File: src/qfr_pkg.sv
// shared constants and types for the binary128 remainder unit
package qfr_pkg;
	localparam int unsigned EXP_BITS_DEF  = 15;
	localparam int unsigned FRAC_BITS_DEF = 112;
	localparam int unsigned WORD_BITS     = 64;

	typedef enum logic [2:0] {
		ST_IDLE,
		ST_DIV,
		ST_EXT,
		ST_ROUND,
		ST_NORM,
		ST_DONE
	} qfr_state_t;
endpackage

File: src/quad_float_remainder_unit.sv
// IEEE 754 remainder of two binary floating-point operands, default binary128.
// One operation at a time: after a beat is taken the unit is busy until the
// result beat leaves. A single subtract-and-compare unit does one quotient bit
// per cycle: first the FRAC_BITS+1 bits of the significand of x, then one bit
// per unit of exponent difference (ex - ey), followed by rounding and
// normalising shifts; special operands and tiny x skip the division. The result
// sits in an output register.
module quad_float_remainder_unit #(
	parameter int unsigned EXP_BITS  = qfr_pkg::EXP_BITS_DEF,
	parameter int unsigned FRAC_BITS = qfr_pkg::FRAC_BITS_DEF
) (
	input  logic                           clk,
	input  logic                           arst_n,
	input  logic                           in_valid,
	output logic                           in_ready,
	input  logic [qfr_pkg::WORD_BITS-1:0]  x_high,
	input  logic [qfr_pkg::WORD_BITS-1:0]  x_low,
	input  logic [qfr_pkg::WORD_BITS-1:0]  y_high,
	input  logic [qfr_pkg::WORD_BITS-1:0]  y_low,
	output logic                           out_valid,
	input  logic                           out_ready,
	output logic [qfr_pkg::WORD_BITS-1:0]  rem_high,
	output logic [qfr_pkg::WORD_BITS-1:0]  rem_low,
	output logic                           invalid_flag
);
	import qfr_pkg::*;

	localparam int unsigned TOT = 1 + EXP_BITS + FRAC_BITS;
	localparam int unsigned MW  = FRAC_BITS + 2;	// holds 2*divisor
	localparam int unsigned CW  = $clog2(FRAC_BITS + 2);
	localparam logic [EXP_BITS-1:0] EMAX = {EXP_BITS{1'b1}};
	localparam logic [EXP_BITS-1:0] EONE = EXP_BITS'(1);

	qfr_state_t state_q, state_d;

	logic [MW-1:0]       r_q, div_q;
	logic [FRAC_BITS:0]  mx_q;
	logic [EXP_BITS-1:0] cnt_q;	// remaining extra steps
	logic [CW-1:0]       bit_q;
	logic [EXP_BITS-1:0] sexp_q;
	logic                qlast_q, sx_q, sgn_q;
	logic [2*WORD_BITS-1:0] res_q;
	logic                inv_q;

	logic [2*WORD_BITS-1:0] xin, yin;
	logic                   sx;
	logic [EXP_BITS-1:0]    ex, ey, exa, eya;
	logic [FRAC_BITS-1:0]   fx, fy;
	logic                   fyz;

	assign xin = {x_high, x_low};
	assign yin = {y_high, y_low};
	assign sx  = xin[TOT-1];
	assign ex  = xin[FRAC_BITS +: EXP_BITS];
	assign ey  = yin[FRAC_BITS +: EXP_BITS];
	assign fx  = xin[FRAC_BITS-1:0];
	assign fy  = yin[FRAC_BITS-1:0];
	assign fyz = (fy == '0);
	assign exa = (ex == '0) ? EONE : ex;
	assign eya = (ey == '0) ? EONE : ey;

	// shared shift-compare-subtract unit
	logic [MW-1:0] sh_in, sh_r, sub_r;
	logic          ge;
	always_comb begin
		sh_in = (state_q == ST_DIV) ? {r_q[MW-2:0], mx_q[bit_q]} : {r_q[MW-2:0], 1'b0};
		ge    = (sh_in >= div_q);
		sub_r = sh_in - div_q;
		sh_r  = ge ? sub_r : sh_in;
	end

	logic [MW:0] r2;
	assign r2 = {r_q, 1'b0};

	logic [2*WORD_BITS-1:0] nan_w, xm_w;
	assign nan_w = (2*WORD_BITS)'({1'b0, EMAX, 1'b1, {(FRAC_BITS-1){1'b0}}});
	assign xm_w  = (2*WORD_BITS)'(xin[TOT-1:0]);

	always_comb begin
		state_d = state_q;
		case (state_q)
			ST_IDLE:  if (in_valid) begin
				if ((ex == EMAX) || (ey == EMAX) || (ey == '0 && fyz)) state_d = ST_DONE;
				else if (exa >= eya) state_d = ST_DIV;
				else if (eya - exa == EONE) state_d = ST_ROUND;
				else state_d = ST_DONE;
			end
			ST_DIV:   if (bit_q == '0) state_d = (cnt_q == '0) ? ST_ROUND : ST_EXT;
			ST_EXT:   if (cnt_q == EONE) state_d = ST_ROUND;
			ST_ROUND: state_d = ST_NORM;
			ST_NORM:  if (r_q == '0 || r_q[FRAC_BITS] || sexp_q <= EONE) state_d = ST_DONE;
			ST_DONE:  if (out_ready) state_d = ST_IDLE;
			default:  state_d = ST_IDLE;
		endcase
	end

	always_ff @(posedge clk or negedge arst_n) begin
		if (!arst_n) state_q <= ST_IDLE;
		else state_q <= state_d;
	end

	always_ff @(posedge clk) begin
		case (state_q)
			ST_IDLE: if (in_valid) begin
				sx_q    <= sx;
				mx_q    <= {(ex != '0), fx};
				bit_q   <= CW'(FRAC_BITS);
				qlast_q <= 1'b0;
				if (ex == EMAX || (ey == EMAX && !fyz) || (ey == '0 && fyz)) begin
					res_q <= nan_w;
					inv_q <= 1'b1;
				end else begin
					res_q <= xm_w;
					inv_q <= 1'b0;
					if (exa >= eya) begin
						r_q    <= '0;
						div_q  <= MW'({(ey != '0), fy});
						cnt_q  <= exa - eya;
						sexp_q <= eya;
					end else begin
						r_q    <= MW'({(ex != '0), fx});
						div_q  <= MW'({(ey != '0), fy, 1'b0});
						sexp_q <= exa;
					end
				end
			end
			ST_DIV: begin
				r_q     <= sh_r;
				qlast_q <= ge;
				bit_q   <= bit_q - CW'(1);
			end
			ST_EXT: begin
				r_q     <= sh_r;
				qlast_q <= ge;
				cnt_q   <= cnt_q - EONE;
			end
			ST_ROUND: begin
				if (r2 > {1'b0, div_q} || (r2 == {1'b0, div_q} && qlast_q)) begin
					r_q   <= div_q - r_q;
					sgn_q <= ~sx_q;
				end else begin
					sgn_q <= sx_q;
				end
			end
			ST_NORM: begin
				if (r_q == '0) begin
					res_q <= (2*WORD_BITS)'({sx_q, {(TOT-1){1'b0}}});
				end else if (r_q[FRAC_BITS] || sexp_q <= EONE) begin
					res_q <= (2*WORD_BITS)'({sgn_q,
						(r_q[FRAC_BITS] ? sexp_q : {EXP_BITS{1'b0}}),
						r_q[FRAC_BITS-1:0]});
				end else begin
					r_q    <= {r_q[MW-2:0], 1'b0};
					sexp_q <= sexp_q - EONE;
				end
			end
			default: ;
		endcase
	end

	assign in_ready     = (state_q == ST_IDLE);
	assign out_valid    = (state_q == ST_DONE);
	assign rem_high     = res_q[2*WORD_BITS-1:WORD_BITS];
	assign rem_low      = res_q[WORD_BITS-1:0];
	assign invalid_flag = inv_q;

	// a taken beat always moves the unit out of idle
	a_take: assert property (@(posedge clk) disable iff (!arst_n)
		in_valid && in_ready |=> !in_ready) else $error("beat taken but still idle");
	// never ready for input while a result is held
	a_excl: assert property (@(posedge clk) disable iff (!arst_n)
		!(in_ready && out_valid)) else $error("ready while result pending");
	// result leaves to idle
	a_done: assert property (@(posedge clk) disable iff (!arst_n)
		out_valid && out_ready |=> in_ready) else $error("no return to idle");
endmodule

File: config.mk
export PLATFORM = sky130hd
export DESIGN_NAME = quad_float_remainder_unit
export DESIGN_NICKNAME = d
export VERILOG_FILES = /design/src/qfr_pkg.sv /design/src/quad_float_remainder_unit.sv
export SDC_FILE = /design/constraint.sdc
export NUM_CORES = 2
export LEC_CHECK = 0
export BUFFER_PORTS_ARGS = -buffer_cell sky130_fd_sc_hd__buf_2
export CORE_UTILIZATION = 40
export DETAILED_ROUTE_END_ITERATION = 16
export HOLD_SLACK_MARGIN = 0.06
export SLEW_MARGIN = 10
export SYNTH_ARGS = -nofsm -noshare
export SYNTH_HDL_FRONTEND = slang
export SYNTH_SLANG_ARGS = --single-unit
File: constraint.sdc
create_clock -name clk -period 14.6 [get_ports clk]
set_input_delay 2.19 -clock clk [delete_from_list [all_inputs] [get_ports clk]]
set_output_delay 2.19 -clock clk [all_outputs]
set_load 0.01 [all_outputs]
* After elaboration in Yosys (flattened, before gate mapping)
Index checks and enable logic that the tools add are counted. W data, S select, Z words.
Cells by class: $add $sub $neg 7, order comparisons 5, eq/ne operators 21, mux-type cells 46, bitwise operators 2, reductions and logical operators 36
Operators by type and width (count):
- $mux W114 | 6
- $mux W128 | 4
- $pmux W114 S4 | 1
- $pmux W128 S2 | 1
- $sub A114 B114 Y114 | 2
- $mux W113 | 2
- $mux W15 | 11
- $eq A115 B114 Y1 | 1
- $gt A115 B114 Y1 | 1
- $ge A114 B114 Y1 | 1
- $logic_not A114 Y1 | 1
- $logic_not A112 Y1 | 1
- $pmux W15 S2 | 2
- $logic_not A15 Y1 | 3
- $eq A15 B1 Y1 const B | 2
- $eq A15 B15 Y1 const B | 2
- $reduce_bool A15 Y1 | 2
- $sub A15 B1 Y15 const B | 2
- $sub A15 B15 Y15 | 2
- $mux W3 | 8
- $pmux W3 S6 | 1
- $ge A15 B15 Y1 | 1
- $le A15 B1 Y1 const B | 1
- $ne A2 B2 Y1 const B | 7
- 26 further kinds | 52
Storage, ports and cells: flip-flop bits (word level) 513, input bits 260, output and inout port bits 131, word-level logic and storage cells 131

* Depth between registers and ports, before layout
depth in word-level cells 9, gate-level depth with buffers 24, mapped depth without buffers 21

* Worst setup path before layout
OpenSTA, ideal clock, no wires.
kind input-to-reg, start input in_valid, end register state_q[2], library setup time 109 ps, arrival 11915 ps, required time 14491 ps, path slack 2575 ps, cell stages on the path 3, buffers on the path 0, cells stage by stage nor2_1 > nor3_1 > a32o_1
Between the ends: longest elaborated chain between the ends 2
RTL lines:
- from (decl) | line quad_float_remainder_unit.sv:14 | input logic in_valid,
- $ne A2 B2 Y1 (no source line)
- $reduce_and A5 Y1 (no source line)
- to (signal assigned) | line quad_float_remainder_unit.sv:99 | else state_q <= state_d;
- to (decl) | line quad_float_remainder_unit.sv:34 | qfr_state_t state_q, state_d;
No other way between the ends. A chain may end at the register's enable or synchronous reset.

* Final worst setup path
start register bit_q[1], end register r_q[105], data pin
Between the ends: longest elaborated chain between the ends 6, elaborated cells between the ends (all ways) 7, those cells by class 1 x add/sub; 1 x order compare; 5 x mux
RTL lines:
- from (decl) | line quad_float_remainder_unit.sv:39 | logic [CW-1:0] bit_q;
- from (signal assigned) | line quad_float_remainder_unit.sv:107 | bit_q <= CW'(FRAC_BITS);
- from (signal assigned) | line quad_float_remainder_unit.sv:130 | bit_q <= bit_q - CW'(1);
- $bmux W1 S7 (*) | line quad_float_remainder_unit.sv:66 | sh_in = (state_q == ST_DIV) ? {r_q[MW-2:0], mx_q[bit_q]} : {r_q[MW-2:0], 1'b0};
- $mux W1 (not written as such) (*) | line quad_float_remainder_unit.sv:66
- $mux W1 (*) | line quad_float_remainder_unit.sv:66
- $sub A114 B114 Y114 or $ge A114 B114 Y1 (tied branches) | line quad_float_remainder_unit.sv:68, quad_float_remainder_unit.sv:67
- $mux W114 (*) | line quad_float_remainder_unit.sv:69 | sh_r = ge ? sub_r : sh_in;
- $pmux W114 S4 (*) | line quad_float_remainder_unit.sv:103 | case (state_q)
- to (signal assigned) | line quad_float_remainder_unit.sv:121 | r_q <= MW'({(ex != '0), fx});
- to (signal assigned) | line quad_float_remainder_unit.sv:128 | r_q <= sh_r;
- to (signal assigned) | line quad_float_remainder_unit.sv:133 | r_q <= sh_r;
- to (decl) | line quad_float_remainder_unit.sv:36 | logic [MW-1:0] r_q, div_q;
Mark *: on every way between the ends. The rest lies on a longest branch, timed or not. The select of a mux whose other input is x is not followed.

==> impl_metrics.tcl <==
set metrics [dict create \
    outcome "finished clean" \
    cpPeakStageDelay_ps 750 \
    drc_errors 0 \
    clk_latency_ps 690 \
    vias_per_cell 6.15 \
    min_period_over_period_pct 54.3 \
    numCtsBuffers 61 \
    grt-ovfl-total 0 \
    required_ps 15050 \
    grt_pass1_vias 37190 \
    power_density_mw_per_mm2 271 \
    port-buffer-count 389 \
    fin_crit_ps 7930 \
    worstMarginPinSlew_ps 1220 \
    cts.clk_slew.worst_paths_ps 70 \
    die_area_mm2 0.105 \
    worst-endpoint-arrival_ps 8370 \
    syn-cell-area_mm2 0.0416 \
    fin_skew_ps 20.4 \
    ys.flop_type "edfxtp_1" \
    antenna_found_initial 7 \
    synthArstFlopShare_pct 0.585 \
    path_delay_family "compound AO/OA/AOI/OAI gates" \
    p_leak_nw 19.1 \
    synth_edf_count 510 \
    ctsResizeCount 0 \
    cts_root_buf "clkbuf_16" \
    start_util_pct 40.6 \
    clkSinkCount 513 \
    die_height_um 324 \
    routedWlPerCell_um 26.1 \
    maxSlewHeadroom_pct 18.3 \
    multi_input_area_mm2 0.0236 \
    setup_viol 0 \
    num_io_pins 391 \
    yosysWarnings 0 \
    fmax_mhz 126 \
    fin_nets 5585 \
    worstSetupPathDepth 24 \
    ant_nets 0 \
    slowest_stage "edfxtp_1" \
    drt_pre_antenna_iters 12 \
    path_max_fanout 35 \
    postCtsSetupRepairBufs 0 \
    tns_ps 0 \
    seq_area_frac_synth_pct 37.0 \
    grt_max_degree 93 \
    htree_levels 2 \
    critPathKind "reg -> reg" \
    seq_area_mm2 0.0154 \
    hold_depth 1 \
    dieWidth_um 324 \
    hold_class "reg -> reg" \
    grt_pass1_wl_um 246000 \
    place_congestion 1.04 \
    crit_path_end_kind "flop" \
    synth_nets 5412 \
    netlist_instances 4886 \
    ir_drop_mv 0.204 \
    synth_cell_types 94 \
    fillCellCount 10178 \
    finalHoldViolations 0 \
    cap_violations 0 \
    synth_seq_cells 513 \
    cp_num_buf_inv 5 \
    wirelength_um 169000 \
    rr_worst_depth 24 \
    hold_buffers 0 \
    coreArea_mm2 0.102 \
    grt_use_total_pct 31.0 \
    layout-drive-gt1-share_pct 12.7 \
    rsz0062_at_grt "no" \
    hpwl_um 133000 \
    via_count 39829 \
    rows 117 \
    drt_iter0_drc 5608 \
    fin_area_mm2 0.0465 \
    layout-area-overhead-vs-synth_pct 11.9 \
    cts_tree "yes" \
    postPlaceCellArea_mm2 0.0443 \
    postSynthAreaPerCell_um2 8.51 \
    slew_viol_final 0 \
    crit_chain "buf_4 -> mux4_2 -> mux4_2 -> mux4_2 -> mux2_2 -> nand2_1 -> ha_1 -> inv_1 -> fa_1 -> a21o_1 -> a221o_2 -> nand3_1 -> a31oi_4 -> o21ai_0 -> a31oi_1 -> nor3_4 -> buf_4 -> nand2b_1 -> inv_2 -> buf_4 -> nand4_1 -> o311ai_1 -> a221o_1 -> a211o_1" \
    max-clock-path-buffers 3 \
    cp-start-kind "flop" \
]
-- flip-flops by register name (all words and copies together), names as in the netlist --
name,flops
cnt_q,15
mx_q,113
invalid_flag,1
r_q,114
state_q,3
sexp_q,15
res_q,128
div_q,114
bit_q,7
sx_q,1
qlast_q,1
sgn_q,1
-- path summary, 6_finish.rpt --
check                           startpoint          to  slack (ps)
min in group asynchronous           arst_n  state_q[0]        1300
worst max register to register    bit_q[1]    r_q[105]        6670
worst min register to register        sx_q       sgn_q         620
worst max-delay path              bit_q[1]    r_q[105]        6670
worst min-delay path                  sx_q       sgn_q         620
max in group asynchronous           arst_n  state_q[2]       13180
-- Yosys cell counts, drive strengths merged (14+ instances only) --
master	number	share of area, %
mux2i	14	0.34
nand2	777	7.0
or2	15	0.23
nor3	73	0.89
a211oi	23	0.42
nor2b	26	0.40
ha	262	7.9
a221o	14	0.34
and2	16	0.24
and3	22	0.34
a22oi	14	0.25
a221oi	23	0.50
inv	357	3.2
o211ai	37	0.67
buf	92	1.2
a21oi	446	5.4
nand3	78	0.94
o31ai	23	0.45
a21boi	17	0.33
o21ai	447	5.4
clkbuf	231	2.1
o21bai	89	1.6
nand4	154	2.4
nor2	265	2.4
xor2	97	2.0
nand2b	34	0.51
edfxtp	510	37
a21o	145	2.6
nor4	89	1.3
o21a	39	0.70
a222oi	72	1.7
xnor2	149	3.1
mux4	37	2.0
a31oi	60	0.95
-- cell type report --
| cell class | count | share of cell area, % |
|---|---|---|
| multi-input cells | 3693 | 50.7 |
| flip-flops and latches | 513 | 33.1 |
| repair buffers | 433 | 4.90 |
| well taps | 1368 | 3.68 |
| clock buffers | 67 | 3.42 |
| inverters | 357 | 2.89 |
| clock inverters | 47 | 1.29 |
| diodes | 2 | 0.0108 |
-- logic make-up (layout without fill, tap and decap cells) --
| group | Yosys count | after routing | synth area share, % |
|---|---|---|---|
| AND/OR/NAND/NOR | 1597 | 1597 | 17.6 |
| AO/OA/AOI/OAI | 1530 | 1530 | 23.1 |
| buffers and inverters | 680 | 904 | 6.57 |
| flip-flops | 513 | 513 | 37.0 |
| adder cells (fa/ha/maj) | 266 | 266 | 8.08 |
| XOR/XNOR | 246 | 246 | 5.18 |
| multiplexers | 54 | 54 | 2.42 |
| other | 0 | 2 | 0 |
-- layout by cell type (no fill, tap or decap), drive strengths merged, types with 13 or more instances in the layout --
cell    Yosys  final
o21ai     447    447
o211ai     37     37
nand2b     34     34
xnor2     149    149
a21boi     17     17
nor4       89     89
o21bai     89     89
a221oi     23     23
a21oi     446    446
a211oi     23     23
a22oi      14     14
clkbuf    231     67
mux2i      14     14
clkinv      0     22
buf        92    433
and3       22     22
o21a       39     39
or2        15     15
nand3      78     78
nor2b      26     26
edfxtp    510    510
o31ai      23     23
a31oi      60     60
a21o      145    145
nor2      265    265
inv       357    360
and2       16     16
nor3       73     73
nand4     154    154
a222oi     72     72
mux4       37     37
ha        262    262
a221o      14     14
bufinv      0     13
nand2     777    777
xor2       97     97
-- per-stage QoR --
| step | power, W | std cells | hold slack, ps | setup WS (ps) | utilization [%] |
|---|---|---|---|---|---|
| 4_1_cts | 0.0124 | 6478 | 623 | 6730 | 45.4 |
| 2_1_floorplan | 0.00821 | 4886 | 569 | 2580 | - |
| 5_1_grt | 0.0133 | 6480 | 634 | 6510 | 45.4 |
| 3_3_place_gp | 0.0106 | 6364 | 608 | 6350 | 43.2 |
| 3_5_place_dp | 0.0107 | 6364 | 599 | 6220 | 43.2 |
| 6_report | 0.0126 | 6480 | 622 | 6670 | 45.4 |
-- metal layers --
layer	vias to the layer above	GRT usage [%]	part of all wire [%]
met2	2141	46.2	43
met3	251	5.86	10
met1	19125	44.9	44
met4	6	9.89	3.5
li1	18306	-	-
met5	-	0	0.020
-- worst reg2reg max path, cell delays in order, from the launching register on --
cell and delay, ps:
edfxtp_1 750, buf_4 600, mux4_2 460, mux4_2 650
mux4_2 520, mux2_2 270, nand2_1 100, ha_1 180
inv_1 60, fa_1 390, a21o_1 210, a221o_2 400
nand3_1 180, a31oi_4 140, o21ai_0 340, a31oi_1 230
nor3_4 150, buf_4 380, nand2b_1 230, inv_2 240
buf_4 400, nand4_1 200, o311ai_1 100, a221o_1 270
a211o_1 260
-- report_power, final --
part	internal, W	switching, W	total (W)
Combinational	0.00266	0.00529	0.00795
Clock	0.00101	0.000690	0.00171
Sequential	0.00247	0.000495	0.00297
Total	0.00615	0.00647	0.0126
(Power assumes the default switching activity.)
